### src/design/ppp_pkg.sv
// Shared types, widths and constants for the perspective point projection core.
// Used by every module in the design folder; depends on nothing else.
package ppp_pkg;

    // Field and datapath widths
    localparam int COORD_W    = 24;              // Q16.8 world coordinate
    localparam int REL_W      = COORD_W + 1;     // point minus camera
    localparam int VEC_W      = 16;              // Q1.14 basis component
    localparam int VEC3_W     = 3 * VEC_W;       // packed basis vector
    localparam int PROD_W     = REL_W + VEC_W;   // one term of a dot product
    localparam int DOT_W      = PROD_W + 2;      // sum of three terms, Q.22
    localparam int SCALE_W    = 16;
    localparam int Q4_SHIFT   = 4;
    localparam int SC_W       = SCALE_W + Q4_SHIFT;
    localparam int LO_W       = 22;              // low slice of a magnitude
    localparam int HI_W       = DOT_W - LO_W;    // high slice of a magnitude
    localparam int NUM_W      = 64;              // dividend and shifted divisor
    localparam int QUO_W      = 21;              // quotient bits kept (one per stage)
    localparam int SCR_W      = 20;              // Q16.4 screen coordinate
    localparam int FIN_W      = 24;              // final add before saturation
    localparam int CENTER_W   = 32;
    localparam int HALF_W     = CENTER_W / 2;
    localparam int CFG_DATA_W = 48;
    localparam int CFG_IDX_W  = 3;

    // Near limit 0.01 in Q.22, clip marker -1000.0 in Q.4, saturation bounds
    localparam logic signed [DOT_W-1:0] NEAR_Q22  = DOT_W'(41943);
    localparam logic signed [SCR_W-1:0] CLIP_Q4   = -SCR_W'(16000);
    localparam logic signed [FIN_W-1:0] SAT_MAX   = FIN_W'(524287);
    localparam logic signed [FIN_W-1:0] SAT_MIN   = -FIN_W'(524288);

    // Reset values of the configuration registers
    localparam logic [SCALE_W-1:0]  SCALE_RST  = SCALE_W'(600);
    localparam logic [CENTER_W-1:0] CENTER_RST = CENTER_W'(26215000);

    // Configuration register indexes
    typedef enum logic [CFG_IDX_W-1:0] {
        REG_CAM_X  = 3'd0,
        REG_CAM_Y  = 3'd1,
        REG_CAM_Z  = 3'd2,
        REG_RIGHT  = 3'd3,
        REG_UP     = 3'd4,
        REG_FWD    = 3'd5,
        REG_SCALE  = 3'd6,
        REG_CENTER = 3'd7
    } t_reg_idx;

    // Input item
    typedef struct packed {
        logic signed [COORD_W-1:0] point_x;
        logic signed [COORD_W-1:0] point_y;
        logic signed [COORD_W-1:0] point_z;
    } t_point_in;

    // Result item
    typedef struct packed {
        logic signed [SCR_W-1:0] screen_x;
        logic signed [SCR_W-1:0] screen_y;
        logic                    visible;
    } t_screen_out;

    // Camera pose handed to the rotation stages
    typedef struct packed {
        logic signed [COORD_W-1:0] cam_x;
        logic signed [COORD_W-1:0] cam_y;
        logic signed [COORD_W-1:0] cam_z;
        logic [VEC3_W-1:0]         right_vec;
        logic [VEC3_W-1:0]         up_vec;
        logic [VEC3_W-1:0]         fwd_vec;
    } t_cam_cfg;

    // One item as it moves through the divider stages
    typedef struct packed {
        logic             valid;
        logic             vis;
        logic             neg_x;
        logic             neg_y;
        logic             ovf_x;
        logic             ovf_y;
        logic [DOT_W-1:0] div;
        logic [NUM_W-1:0] rem_x;
        logic [NUM_W-1:0] rem_y;
        logic [QUO_W-1:0] quo_x;
        logic [QUO_W-1:0] quo_y;
    } t_div_item;

    // Component idx of a packed basis vector, x in the low bits
    function automatic logic signed [VEC_W-1:0] vec_comp(input logic [VEC3_W-1:0] vec,
                                                         input int idx);
        vec_comp = vec[VEC_W*idx +: VEC_W];
    endfunction

endpackage

### src/design/ppp_div_stage.sv
// One restoring-division stage: settles quotient bit SHIFT for x and y.
// Depends on ppp_pkg.
module ppp_div_stage #(
    parameter int unsigned SHIFT = 0
) (
    input  logic               i_clk,
    input  logic               i_rst_n,
    input  logic               i_en,
    input  ppp_pkg::t_div_item i_item,
    output ppp_pkg::t_div_item o_item
);
    import ppp_pkg::*;

    t_div_item        r_item, n_item;
    logic [NUM_W-1:0] w_dsh;

    assign w_dsh = NUM_W'(i_item.div) << SHIFT;

    // Compare and subtract the shifted divisor on both axes
    always_comb begin
        n_item = i_item;
        if (i_item.rem_x >= w_dsh) begin
            n_item.rem_x        = i_item.rem_x - w_dsh;
            n_item.quo_x[SHIFT] = 1'b1;
        end
        if (i_item.rem_y >= w_dsh) begin
            n_item.rem_y        = i_item.rem_y - w_dsh;
            n_item.quo_y[SHIFT] = 1'b1;
        end
    end

    always_ff @(posedge i_clk) begin
        if (!i_rst_n) begin
            r_item.valid <= 1'b0;
        end else if (i_en) begin
            r_item <= n_item;
        end
    end

    assign o_item = r_item;

endmodule

### config.mk
export PLATFORM = sky130hd
export DESIGN_NAME = ppp_div_stage
export DESIGN_NICKNAME = d
export VERILOG_FILES = /design/src/design/ppp_pkg.sv /design/src/design/ppp_div_stage.sv
export SDC_FILE = /design/constraint.sdc
export NUM_CORES = 1
export LEC_CHECK = 0
export ABC_AREA = 0
export BUFFER_PORTS_ARGS = -buffer_cell sky130_fd_sc_hd__buf_2
export CAP_MARGIN = 20
export CORE_AREA = 2 2 172 174
export DETAILED_ROUTE_END_ITERATION = 10
export DIE_AREA = 0 0 174 176
export PLACE_DENSITY = 0.77
export SLEW_MARGIN = 0
export SYNTH_ARGS = -nofsm -noshare
export SYNTH_HDL_FRONTEND = slang
export SYNTH_SLANG_ARGS = --single-unit
### constraint.sdc
create_clock -name i_clk -period 8.4 [get_ports i_clk]
set_input_delay 1.68 -clock i_clk [delete_from_list [all_inputs] [get_ports i_clk]]
set_output_delay 1.68 -clock i_clk [all_outputs]
set_load 0.05 [all_outputs]
After elaboration in Yosys (flattened, before gate mapping)
Index checks and enable logic that the tools add are counted.
{"block": "totals", "ff_bits": 219, "in_bits": 222, "elab_cells": 20}
{"block": "classes", "addsub": 2, "n_lt_le_gt_ge": 2, "mux": 2, "reduce_logical": 1}
{"op": "64-bit by 43-bit >= comparator with 1-bit output", "count": 2}
{"op": "64-bit two-way mux", "count": 2}
{"op": "64-bit by 43-bit subtractor with 64-bit output", "count": 2}
{"op": "2-bit AND reduction", "count": 1}

Logic depth before layout (Yosys ltp)
{"block": "depth", "word_depth": 2, "depth_mapped": 13}

Worst setup path after synthesis
Ideal clock, no wire load.
{"block": "synth_timing", "path_type": "input-to-reg", "from": "in i_en", "to": "reg r_item (netlist bit o_item[0]), enable pin", "setup_ns": 0.605, "arrival_ns": 6.619, "required_time_ns": 7.795, "path_slack_ns": 1.177, "path_stages": 1, "n_path_buf": 0, "cell_sequence": "and2_1"}
{"block": "synth_between", "elab_chain_len": 1}
{"item": "start, declared", "line": "ppp_div_stage.sv:8", "source": "input logic i_en,"}
{"item": "2-bit AND reduction (no line)"}
{"item": "end signal, assigned", "line": "ppp_div_stage.sv:36", "source": "r_item <= n_item;"}
{"item": "end, declared", "line": "ppp_div_stage.sv:14", "source": "t_div_item r_item, n_item;"}
No other way between the ends.
A chain may end at the register's enable or synchronous reset.

==> impl_metrics.py <==
metrics = {
    "synthesis": {
        "synthTopCellsByArea": "edfxtp_1, ha_1, a21oi_1, xor2_1, xnor2_1",
        "ys_seq_area_share_pct": 47.14,
        "synth-edff-count": 218,
        "syn_area_sq_um": 13930,
        "synth_fp_nets": 1691,
        "syn_avg_cell_area_sq_um": 10.09,
        "yosysUniqueCellTypes": 71,
        "ys_seq_elements": 219,
        "synth_commonest_cells": "edfxtp_1, a21oi_1, nand2_1",
        "netlist_instances": 1381,
        "yosysTopAreaCellShare_pct": 47.00,
        "synth.most_common_cell": "edfxtp_1",
        "synth_top_area_cell": "edfxtp_1",
        "async_reset_ff_share_pct": 0,
        "yosys_warnings": 0,
        "ys.flop_type": "edfxtp_1",
    },
    "final_layout": {
        "syn2layout_area_growth_pct": 24.29,
        "largest_reg_flops": 219,
        "drive_gt1_share_pct": 28.30,
        "fin_nets": 2106,
    },
    "global_routing": {
        "grt_use_total_pct": 27.28,
        "grt_pass1_vias": 12000,
        "grt_max_degree": 77,
        "grt_pass1_wl_microns": 65830,
        "antenna_found_initial": 9,
        "overflow": 0,
    },
    "cts": {
        "cts_setup_buffers": 0,
        "cts_buffer_depth": 3,
        "cts_hold_buf": 0,
        "cts_resized": 0,
        "cts_root_buf": "clkbuf_16",
        "clkLatencyLatePin_ns": 0.53,
        "cts_tree": "done",
        "path_clk_slew_ns": 0.06,
        "numCtsBuffers": 24,
        "clock_sinks": 219,
        "cts.htree.levels": 1,
    },
    "die": {
        "initial_utilization_pct": 48.79,
        "die_y_microns": 176,
        "core.rowCount": 62,
        "die_w_microns": 174,
        "dieArea_sq_um": 30620,
        "core-area_sq_um": 28550,
        "io_pins": 441,
    },
    "detailed_routing": {
        "dr_wl_met2_microns": 20550,
        "drcViolationCount": 0,
        "drt_pass1_iterations": 5,
        "dr.first_iter.drc_count": 1337,
        "met1_length_microns": 19030,
        "highest_layer": "met5",
        "wl_met3_microns": 3460,
        "ant_nets": 0,
        "wl_per_cell_microns": 20.01,
        "vias": 12630,
        "totalWireLength_microns": 44130,
        "viasPerCell": 5.729,
    },
    "timing": {
        "setup_tns_ns": 0,
        "final.setup_skew_ns": 0,
        "fmax_mhz": 192.9,
        "hold_viol": 0,
        "timing.final.crit_share_pct": 61.73,
        "finalSetupViolations": 0,
        "slew_violations": 0,
        "tightest_slew_ns": 1.041,
        "rsz0062_at_grt": "false",
        "min_period_ns": 5.185,
        "relSlewSlack_pct": 30.62,
        "whs_ns": 0.5498,
    },
    "placed_design": {
        "dp_hpwl_microns": 34690,
        "io_buffers": 440,
        "place.gp.congestion": 0.9349,
    },
    "worst_setup_path": {
        "path_cells": "buf_2, inv_1, ha_1, fa_1, nand2b_1, a211oi_1, o21a_1, o311a_1, o211ai_1, a22oi_2, buf_12, nand4_1, nor4_1, xor2_1",
        "cp_slowest_cell": "a22oi_2",
        "worstSetupStartpointType": "input port",
        "max_stage_delay_ns": 0.83,
        "cp.required_ns": 8.66,
        "cp_top_family": "compound AO/OA/AOI/OAI gates",
        "path_buf_inv": 3,
        "cp.arrival_ns": 5.45,
        "crit_fanout": 68,
        "critPathKind": "input port to flop",
        "critPathCaptureType": "flop",
    },
    "outcome": {
        "status": "complete, no violations",
    },
    "power_and_ir_drop": {
        "p_leak_nw": 7.296,
        "ir_drop_mv": 0.1672,
        "p_per_area_nw_per_um2": 205.0,
    },
    "run": {
        "max_cap_violations": 0,
    },
    "min_path": {
        "holdCritPathClass": "flop to flop",
    },
}
## through the flow
step                instances  util, %  setup WS, ns  area, sq um  total power [W]
finish                   2205    60.64         3.215        17310         0.003550
floorplan                1381        -         1.177        13930         0.002130
global route             2203    60.62         2.921        17310         0.003681
detailed placement       2154    57.60         2.743        16440         0.002410
global placement         2154    57.60         2.804        16440         0.002402
CTS                      2197    60.57         3.286        17290         0.003556
## layer usage
layer,up-vias,global-route usage (%)
met3,73,4.371
met2,600,44.82
li1,5997,-
met5,-,0
met4,2,7.598
met1,5961,37.65
## worst min-delay path: cells and delay by family (launching register included)
kind             cells  cell delay, ns
flip-flops           1            0.33
multiplexers         1            0.08
AND/OR/NAND/NOR      1            0.10
## logic make-up after synthesis
| logic type | after synthesis | share of synthesized area (%) |
|---|---|---|
| AOI/OAI and AO/OA | 382 | 16.99 |
| xor gates and xnor gates | 119 | 7.483 |
| adders and majority gates | 88 | 8.013 |
| buffers and inverters | 123 | 3.387 |
| DFF | 219 | 47.14 |
| muxes | 16 | 1.276 |
| and+or+nand+nor | 434 | 15.71 |
## worst paths after layout
kind                             startpoint          end  slack (ns)  cells after the start
worst max-delay path            i_item[106]  o_item[167]        3.21                     14
worst min-delay path            o_item[218]  o_item[218]        0.55                      2
worst max register to register  o_item[218]  o_item[218]        7.77                      2
worst min register to register  o_item[218]  o_item[218]        0.55                      2
## where the power goes
part / total [W] / switching, W / internal, W
Sequential: 0.00135 / 0.0000252 / 0.00133
Combinational: 0.00105 / 0.000743 / 0.000310
Clock: 0.00114 / 0.000433 / 0.000710
## layout make-up
| type | count | area [sq um] |
|---|---|---|
| inverters | 68 | 255.2 |
| repair buffers | 444 | 2245 |
| diodes | 8 | 20.02 |
| well taps | 384 | 480.5 |
| clock inverters | 12 | 178.9 |
| flip-flops and latches | 219 | 6566 |
| clock buffers | 31 | 668.1 |
| fillers | 2512 | 11240 |
| multi-input cells | 1039 | 6898 |
## cell usage in the layout, fill, tap and decap left out, types with 17 or more instances in the layout
cell,n
buf_2,440
edfxtp_1,218
a21oi_1,124
nand2_1,117
nor2_1,104
o21ai_0,90
ha_1,86
inv_1,68
xor2_1,63
xnor2_1,56
nor3_1,37
a21o_1,35
nand4_1,35
clkbuf_16,25
nor4_1,23
o21bai_1,18
o21a_1,17
o31ai_1,17
nand3_1,17
(Power assumes the default switching activity.)
