**config.mk**
```make
export PLATFORM = sky130hd
export DESIGN_NAME = ppp_scale
export DESIGN_NICKNAME = d
export VERILOG_FILES = /design/src/design/ppp_pkg.sv /design/src/design/ppp_scale.sv
export SDC_FILE = /design/constraint.sdc
export NUM_CORES = 2
export LEC_CHECK = 0
export BUFFER_PORTS_ARGS = -buffer_cell sky130_fd_sc_hd__buf_2
export CAP_MARGIN = 20
export CORE_MARGIN = 3
export CORE_UTILIZATION = 58
export CTS_CLUSTER_DIAMETER = 30
export DETAILED_ROUTE_END_ITERATION = 10
export GPL_TIMING_DRIVEN = 0
export PLACE_DENSITY = 0.78
export SETUP_SLACK_MARGIN = 0.5
export SLEW_MARGIN = 20
export SYNTH_ARGS = -nofsm -noshare
export SYNTH_HDL_FRONTEND = slang
export SYNTH_SLANG_ARGS = --single-unit
```
**constraint.sdc**
```tcl
create_clock -name i_clk -period 7.5 [get_ports i_clk]
set_clock_uncertainty 0.15 [all_clocks]
set_input_delay 1.5 -clock i_clk [delete_from_list [all_inputs] [get_ports i_clk]]
set_output_delay 1.5 -clock i_clk [all_outputs]
set_load 0.05 [all_outputs]
```
**src/design/ppp_pkg.sv**
```systemverilog
// Shared types, widths and constants for the perspective point projection core.
// Used by every module in the design folder; depends on nothing else.
package ppp_pkg;

    // Field and datapath widths
    localparam int COORD_W    = 24;              // Q16.8 world coordinate
    localparam int REL_W      = COORD_W + 1;     // point minus camera
    localparam int VEC_W      = 16;              // Q1.14 basis component
    localparam int VEC3_W     = 3 * VEC_W;       // packed basis vector
    localparam int PROD_W     = REL_W + VEC_W;   // one term of a dot product
    localparam int DOT_W      = PROD_W + 2;      // sum of three terms, Q.22
    localparam int SCALE_W    = 16;
    localparam int Q4_SHIFT   = 4;
    localparam int SC_W       = SCALE_W + Q4_SHIFT;
    localparam int LO_W       = 22;              // low slice of a magnitude
    localparam int HI_W       = DOT_W - LO_W;    // high slice of a magnitude
    localparam int NUM_W      = 64;              // dividend and shifted divisor
    localparam int QUO_W      = 21;              // quotient bits kept (one per stage)
    localparam int SCR_W      = 20;              // Q16.4 screen coordinate
    localparam int FIN_W      = 24;              // final add before saturation
    localparam int CENTER_W   = 32;
    localparam int HALF_W     = CENTER_W / 2;
    localparam int CFG_DATA_W = 48;
    localparam int CFG_IDX_W  = 3;

    // Near limit 0.01 in Q.22, clip marker -1000.0 in Q.4, saturation bounds
    localparam logic signed [DOT_W-1:0] NEAR_Q22  = DOT_W'(41943);
    localparam logic signed [SCR_W-1:0] CLIP_Q4   = -SCR_W'(16000);
    localparam logic signed [FIN_W-1:0] SAT_MAX   = FIN_W'(524287);
    localparam logic signed [FIN_W-1:0] SAT_MIN   = -FIN_W'(524288);

    // Reset values of the configuration registers
    localparam logic [SCALE_W-1:0]  SCALE_RST  = SCALE_W'(600);
    localparam logic [CENTER_W-1:0] CENTER_RST = CENTER_W'(26215000);

    // Configuration register indexes
    typedef enum logic [CFG_IDX_W-1:0] {
        REG_CAM_X  = 3'd0,
        REG_CAM_Y  = 3'd1,
        REG_CAM_Z  = 3'd2,
        REG_RIGHT  = 3'd3,
        REG_UP     = 3'd4,
        REG_FWD    = 3'd5,
        REG_SCALE  = 3'd6,
        REG_CENTER = 3'd7
    } t_reg_idx;

    // Input item
    typedef struct packed {
        logic signed [COORD_W-1:0] point_x;
        logic signed [COORD_W-1:0] point_y;
        logic signed [COORD_W-1:0] point_z;
    } t_point_in;

    // Result item
    typedef struct packed {
        logic signed [SCR_W-1:0] screen_x;
        logic signed [SCR_W-1:0] screen_y;
        logic                    visible;
    } t_screen_out;

    // Camera pose handed to the rotation stages
    typedef struct packed {
        logic signed [COORD_W-1:0] cam_x;
        logic signed [COORD_W-1:0] cam_y;
        logic signed [COORD_W-1:0] cam_z;
        logic [VEC3_W-1:0]         right_vec;
        logic [VEC3_W-1:0]         up_vec;
        logic [VEC3_W-1:0]         fwd_vec;
    } t_cam_cfg;

    // One item as it moves through the divider stages
    typedef struct packed {
        logic             valid;
        logic             vis;
        logic             neg_x;
        logic             neg_y;
        logic             ovf_x;
        logic             ovf_y;
        logic [DOT_W-1:0] div;
        logic [NUM_W-1:0] rem_x;
        logic [NUM_W-1:0] rem_y;
        logic [QUO_W-1:0] quo_x;
        logic [QUO_W-1:0] quo_y;
    } t_div_item;

    // Component idx of a packed basis vector, x in the low bits
    function automatic logic signed [VEC_W-1:0] vec_comp(input logic [VEC3_W-1:0] vec,
                                                         input int idx);
        vec_comp = vec[VEC_W*idx +: VEC_W];
    endfunction

endpackage

```
**src/design/ppp_scale.sv**
```systemverilog
// Near test, magnitudes, scaling by proj_scale*16 and divider setup.
// Four register stages; depends on ppp_pkg.
module ppp_scale (
    input  logic                              i_clk,
    input  logic                              i_rst_n,
    input  logic                              i_en,
    input  logic                              i_valid,
    input  logic signed [ppp_pkg::DOT_W-1:0]  i_rx,
    input  logic signed [ppp_pkg::DOT_W-1:0]  i_ry,
    input  logic signed [ppp_pkg::DOT_W-1:0]  i_rz,
    input  logic [ppp_pkg::SCALE_W-1:0]       i_scale,
    output ppp_pkg::t_div_item                o_item
);
    import ppp_pkg::*;

    // Stage 4 registers: near test, sign and magnitude
    logic             r4_v, r4_vis, r4_negx, r4_negy;
    logic [DOT_W-1:0] r4_magx, r4_magy, r4_div;
    logic [DOT_W-1:0] n4_magx, n4_magy;

    // Stage 5 registers: partial products
    logic                    r5_v, r5_vis, r5_negx, r5_negy;
    logic [DOT_W-1:0]        r5_div;
    logic [LO_W+SC_W-1:0]    r5_lox, r5_loy;
    logic [HI_W+SC_W-1:0]    r5_hix, r5_hiy;
    logic [SC_W-1:0]         w_sc;

    // Stage 6 registers: full dividend
    logic             r6_v, r6_vis, r6_negx, r6_negy;
    logic [DOT_W-1:0] r6_div;
    logic [NUM_W-1:0] r6_numx, r6_numy;

    // Stage 7 register: item ready for the divider
    t_div_item        r_item, n_item;
    logic [NUM_W-1:0] w_dtop;

    // Stage 4: magnitudes; the most negative value maps to its unsigned magnitude
    always_comb begin
        n4_magx = i_rx[DOT_W-1] ? DOT_W'(-i_rx) : DOT_W'(i_rx);
        n4_magy = i_ry[DOT_W-1] ? DOT_W'(-i_ry) : DOT_W'(i_ry);
    end

    // Stage 5: split magnitude times scale in Q.4
    assign w_sc = {i_scale, Q4_SHIFT'(0)};

    // Stage 7: quotient would need more than QUO_W bits, so the result saturates
    assign w_dtop = NUM_W'(r6_div) << QUO_W;

    always_comb begin
        n_item       = '0;
        n_item.valid = r6_v;
        n_item.vis   = r6_vis;
        n_item.neg_x = r6_negx;
        n_item.neg_y = r6_negy;
        n_item.ovf_x = (r6_numx >= w_dtop);
        n_item.ovf_y = (r6_numy >= w_dtop);
        n_item.div   = r6_div;
        n_item.rem_x = r6_numx;
        n_item.rem_y = r6_numy;
    end

    // Valid bits
    always_ff @(posedge i_clk) begin
        if (!i_rst_n) begin
            r4_v         <= 1'b0;
            r5_v         <= 1'b0;
            r6_v         <= 1'b0;
        end else if (i_en) begin
            r4_v         <= i_valid;
            r5_v         <= r4_v;
            r6_v         <= r5_v;
        end
    end

    // Data registers
    always_ff @(posedge i_clk) begin
        if (i_en) begin
            r4_vis  <= (i_rz > NEAR_Q22);
            r4_negx <= i_rx[DOT_W-1];
            r4_negy <= i_ry[DOT_W-1];
            r4_magx <= n4_magx;
            r4_magy <= n4_magy;
            r4_div  <= DOT_W'(i_rz);

            r5_vis  <= r4_vis;
            r5_negx <= r4_negx;
            r5_negy <= r4_negy;
            r5_div  <= r4_div;
            r5_lox  <= r4_magx[LO_W-1:0] * w_sc;
            r5_loy  <= r4_magy[LO_W-1:0] * w_sc;
            r5_hix  <= r4_magx[DOT_W-1:LO_W] * w_sc;
            r5_hiy  <= r4_magy[DOT_W-1:LO_W] * w_sc;

            r6_vis  <= r5_vis;
            r6_negx <= r5_negx;
            r6_negy <= r5_negy;
            r6_div  <= r5_div;
            r6_numx <= (NUM_W'(r5_hix) << LO_W) + NUM_W'(r5_lox);
            r6_numy <= (NUM_W'(r5_hiy) << LO_W) + NUM_W'(r5_loy);
        end
    end

    // Divider entry register; only its valid bit is reset
    always_ff @(posedge i_clk) begin
        if (!i_rst_n) begin
            r_item.valid <= 1'b0;
        end else if (i_en) begin
            r_item <= n_item;
        end
    end

    assign o_item = r_item;

endmodule

```
=== Word level (Yosys, flattened, before mapping) ===
Cells that the tools add are included.

* Output and inout port bits: 219
* Input port bits: 149
* Word-level logic and storage cells: 48
* Register bits: 682

* Add/sub/neg operators: 4
* Multiply operators: 4
* Reductions and logical operators: 1
* Multiplexer cells: 2
* Magnitude comparators: 3

{| class="wikitable"
|+ Operators by type and width
! cell !! number
|-
| $add 63x42->64 || 2
|-
| $ge 64x64->1 || 2
|-
| $neg 43->43 || 2
|-
| $mux 42 || 2
|-
| $mul 22x16->38 || 2
|-
| $mul 21x16->37 || 2
|-
| $gt 43x17->1 const B || 1
|-
| $reduce_and 2->1 || 1
|}

=== Logic depth before layout (Yosys ltp) ===
* Word-level depth: 2
* Gate-level depth with buffers: 27
* Mapped depth without buffers: 24

=== Worst setup path after synthesis ===
Ideal clock, no wire load.

* Path type: input port to flip-flop
* Start: input port i_scale[7] in the netlist's numbering
* End: register r5_lox[41], data pin
* Stages: 24
* Path buffers: 3
* Setup time: 0.259 ns
* Arrival: 7.710 ns
* Required time: 7.091 ns
* Setup slack: -0.619 ns
* Cell sequence: clkbuf_1 clkbuf_1 clkbuf_1 nand2_1 fa_1 inv_1 fa_1 fa_1 fa_1 fa_1 inv_1 fa_1 inv_1 ha_1 a21o_1 a21o_1 a2111oi_0 o311ai_0 a31o_2 a221oi_1 o21a_1 o21ai_0 a21oi_1 xnor2_1

* Cells in the longest elaborated chain, start to end: 1

{| class="wikitable"
|+ RTL lines
! item !! line !! RTL
|-
| start: declaration || ppp_scale.sv:11 || <nowiki>input logic [ppp_pkg::SCALE_W-1:0] i_scale,</nowiki>
|-
| $mul 22x16->38 || ppp_scale.sv:89 || <nowiki>r5_lox <= r4_magx[LO_W-1:0] * w_sc;</nowiki>
|-
| end signal: assignment || ppp_scale.sv:89 ||
|-
| end: declaration || ppp_scale.sv:24 || <nowiki>logic [LO_W+SC_W-1:0] r5_lox, r5_loy;</nowiki>
|}

No other way between the ends.
A chain may end at the register's enable or synchronous reset.

=== Worst setup path after layout ===
* Start: input port i_scale[12] in the netlist's numbering
* End: register r5_lox[39], data pin

Same word-level chain as after synthesis.

==> results_dict.tcl <==
set metrics [dict create \
    cp_max_fo 11 \
    hold_class "reg -> reg" \
    crit_path_top_delay_cell "fa_1" \
    post_route_wl_um 220300 \
    syn_area_per_cell_um2 10.55 \
    fin_crit_ns 7.281 \
    port-buffer-count 301 \
    cp_cell_sequence "clkbuf_16 > clkbuf_16 > nand2_1 > fa_1 > inv_1 > fa_1 > fa_1 > fa_1 > fa_1 > inv_1 > fa_1 > inv_2 > ha_4 > a21o_1 > a21o_1 > a2111oi_4 > o311ai_4 > a31o_4 > a221oi_4 > o21a_2 > o21bai_1 > a21oi_2 > xnor2_4" \
    final.fill_count 8708 \
    dpl_worst_slack_ns -1.981 \
    tightest_slew_ns 1.245 \
    rows 127 \
    ys_seq_area_frac 0.2835 \
    post-synth-top-area-fraction 0.3088 \
    layout.cells.most_common_list "1303 x inv_1, 1062 x fa_1, 876 x nand2_1, 662 x edfxtp_1, 598 x and2_1" \
    pin_count 368 \
    holdWs_ns 0.2328 \
    antenna_found_initial 52 \
    post-route-worst-setup-slack_ns 0.2192 \
    fin_crit_sh 0.9708 \
    routed_wire_length_per_instance_um 24.36 \
    critical_path.endpoint_type "flip-flop" \
    hpwl_um 170600 \
    synthToLayoutAreaGrowth_pct 18.94 \
    core_area_um2 120100 \
    cts-root-to-sink-buffers 3 \
    num_cts_buffers 135 \
    viasPerCell 5.716 \
    synth_top_flop_cell "edfxtp_1" \
    grt_setup_unrepaired "yes" \
    final_hold_viol_count 0 \
    detail_route.first_pass.iterations 7 \
    final_nets 9088 \
    finalMaxSlewViolations 0 \
    number_of_global_route_vias_before_repair 53630 \
    crit_top_cell "fa_1" \
    ctsRootBufferMaster "clkbuf_16" \
    layout.cells.most_common "inv_1" \
    yosys.cell_types.count 66 \
    max_freq_mhz 137.3 \
    clk_transition_reported_paths_ns 0.05 \
    clock-sinks 666 \
    area_of_all_placed_cells_without_fillers_um2 83740 \
    worstPathArrival_ns 7.63 \
    critical_path.top_delay_family "adder cells" \
    synth_area_um2 70400 \
    routed-via-count 51690 \
    timing.slew.headroom 0.1703 \
    endpoint_required_time_on_the_critical_path_ns 7.85 \
    synth.area.top_cells "fa_1 31%, edfxtp_1 28%, ha_1 9.9%, inv_1 7.1%, and2_1 5.3%" \
    syn_inst 6670 \
    finalSetupViolCount 0 \
    critical_path.n_buffers_inverters 5 \
    die_y_um 354.4 \
    htree_num_levels 4 \
    ff2ff_setup_slack_ns 0.22 \
    routed.top_layer "met5" \
    place.gp.congestion 0.9942 \
    max_stage_delay_ns 0.53 \
    critical_path_class "in -> reg" \
    grt_pass1_wl_um 326700 \
    max_cap_viol_count 0 \
    initial_cell_density_of_the_core 0.5860 \
    detailedRoute.firstIterationViolations 4613 \
    final_tns_setup_ns 0 \
    globalRouteOverflowTotal 0 \
    post_place_instance_area_um2 75250 \
    synthDominantAreaCellType "fa_1" \
    grt_start_max_net_pins 107 \
    run_status "finished, final reports clean" \
    die_width_um 354.4 \
    cp-start-kind "input pin" \
    antenna_violating_nets_post_route 0 \
    clock_tree_from_tritoncts "done" \
    post_synth_edffs 662 \
    die_area_um2 125600 \
    m1WireLength_um 80480 \
    yosys_register_bits 666 \
    met2_wl_post_dr_um 99580 \
    async_reset_ff_frac 0 \
    detailroute.wirelength.met3_um 25820 \
    final_layout_size_suffix_gt1_frac 0.1612 \
    clock_insertion_delay_worst_skew_ns 0.79 \
    grt_usage 0.3551 \
    remaining_drc_errors 0 \
    ys.warnings.count 0 \
]
==> cell families (layout without fill, tap and decap cells) <==
kind of cell | Yosys count | after routing | synth area share
buffers and inverters | 1641 | 2327 | 0.09027
multiplexers | 4 | 4 | 0.0005687
other | 1 | 77 | 0.00005327
flip-flops | 666 | 666 | 0.2835
AND/OR/NAND/NOR | 1864 | 1864 | 0.1303
AO/OA/AOI/OAI | 569 | 569 | 0.05238
adder cells (fa/ha/maj) | 1644 | 1644 | 0.4080
XOR/XNOR | 281 | 281 | 0.03496
==> path summary, 6_finish.rpt <==
check	from	to	cells past startpoint
hold / removal	r4_div[19]	r5_div[19]	0
setup / recovery	i_scale[12]	r5_lox[39]	23
hold reg to reg	r4_div[19]	r5_div[19]	0
setup reg to reg	r4_magx[11]	r5_lox[39]	22
==> layer usage <==
layer,up-vias,track usage
met2,2829,0.5508
met1,25970,0.4495
li1,22170,-
met3,702,0.1088
met4,18,0.1899
met5,-,0
==> cell usage after synthesis (4+ instances only) <==
library cell / n
inv_1: 1332
fa_1: 1086
nand2_1: 902
edfxtp_1: 662
and2_1: 601
ha_1: 558
clkbuf_1: 257
xnor2_1: 224
a21oi_1: 172
a21o_1: 109
o21ai_0: 101
nor2_1: 86
nand3_1: 62
xor2_1: 57
buf_4: 52
o31ai_1: 36
nand4_1: 33
and3_1: 29
nor3_1: 27
nand2b_1: 23
nor2b_1: 23
o21a_1: 20
o21bai_1: 20
or3_1: 19
nor4_1: 18
or4_1: 14
a211oi_1: 13
a31oi_1: 12
o41ai_1: 11
and4_1: 9
o211ai_1: 9
a21boi_0: 8
a211o_1: 6
a31o_2: 6
a2111oi_0: 5
a221oi_1: 5
a221o_1: 4
dfxtp_1: 4
mux2i_1: 4
o211a_1: 4
o221ai_1: 4
==> state kept, by name, indices dropped and copies added, names as in the netlist, 43 cells and up <==
register,count
o_item,169
r4_div,43
r4_magx,43
r4_magy,43
r5_div,43
r6_div,43
r6_numx,60
r6_numy,60
==> stage by stage <==
step,utilization,cells
global route,0.6967,9026
global placement,0.6243,8632
CTS,0.6871,8961
finish,0.6970,9044
floorplan,-,6719
detailed placement,0.6264,8641
==> final cells by class <==
class,count,area (um2),area share
antenna,27,67.56,0.0008069
buffer,309,2987,0.03567
clock buffer,139,3393,0.04052
clock inverter,108,1444,0.01724
inverter,1332,5000,0.05971
multi-input combinational,4412,45930,0.5486
sequential,666,19960,0.2384
tap,1612,2017,0.02409
timing repair buffer,439,2934,0.03504
==> repair_timing <==
| item | in CTS | in global routing |
|---|---|---|
| setup endpoints to repair | 79 | 50 |
| hold buffers | 0 | 0 |
| pin swaps | 103 | 147 |
| buffers inserted | 73 | 56 |
| resized for setup | 374 | 230 |
| gates cloned | 0 | 0 |
Power is left out: the tool's default activity adds up to more than one toggle a clock period on the data nets, which glitch-free logic cannot reach.
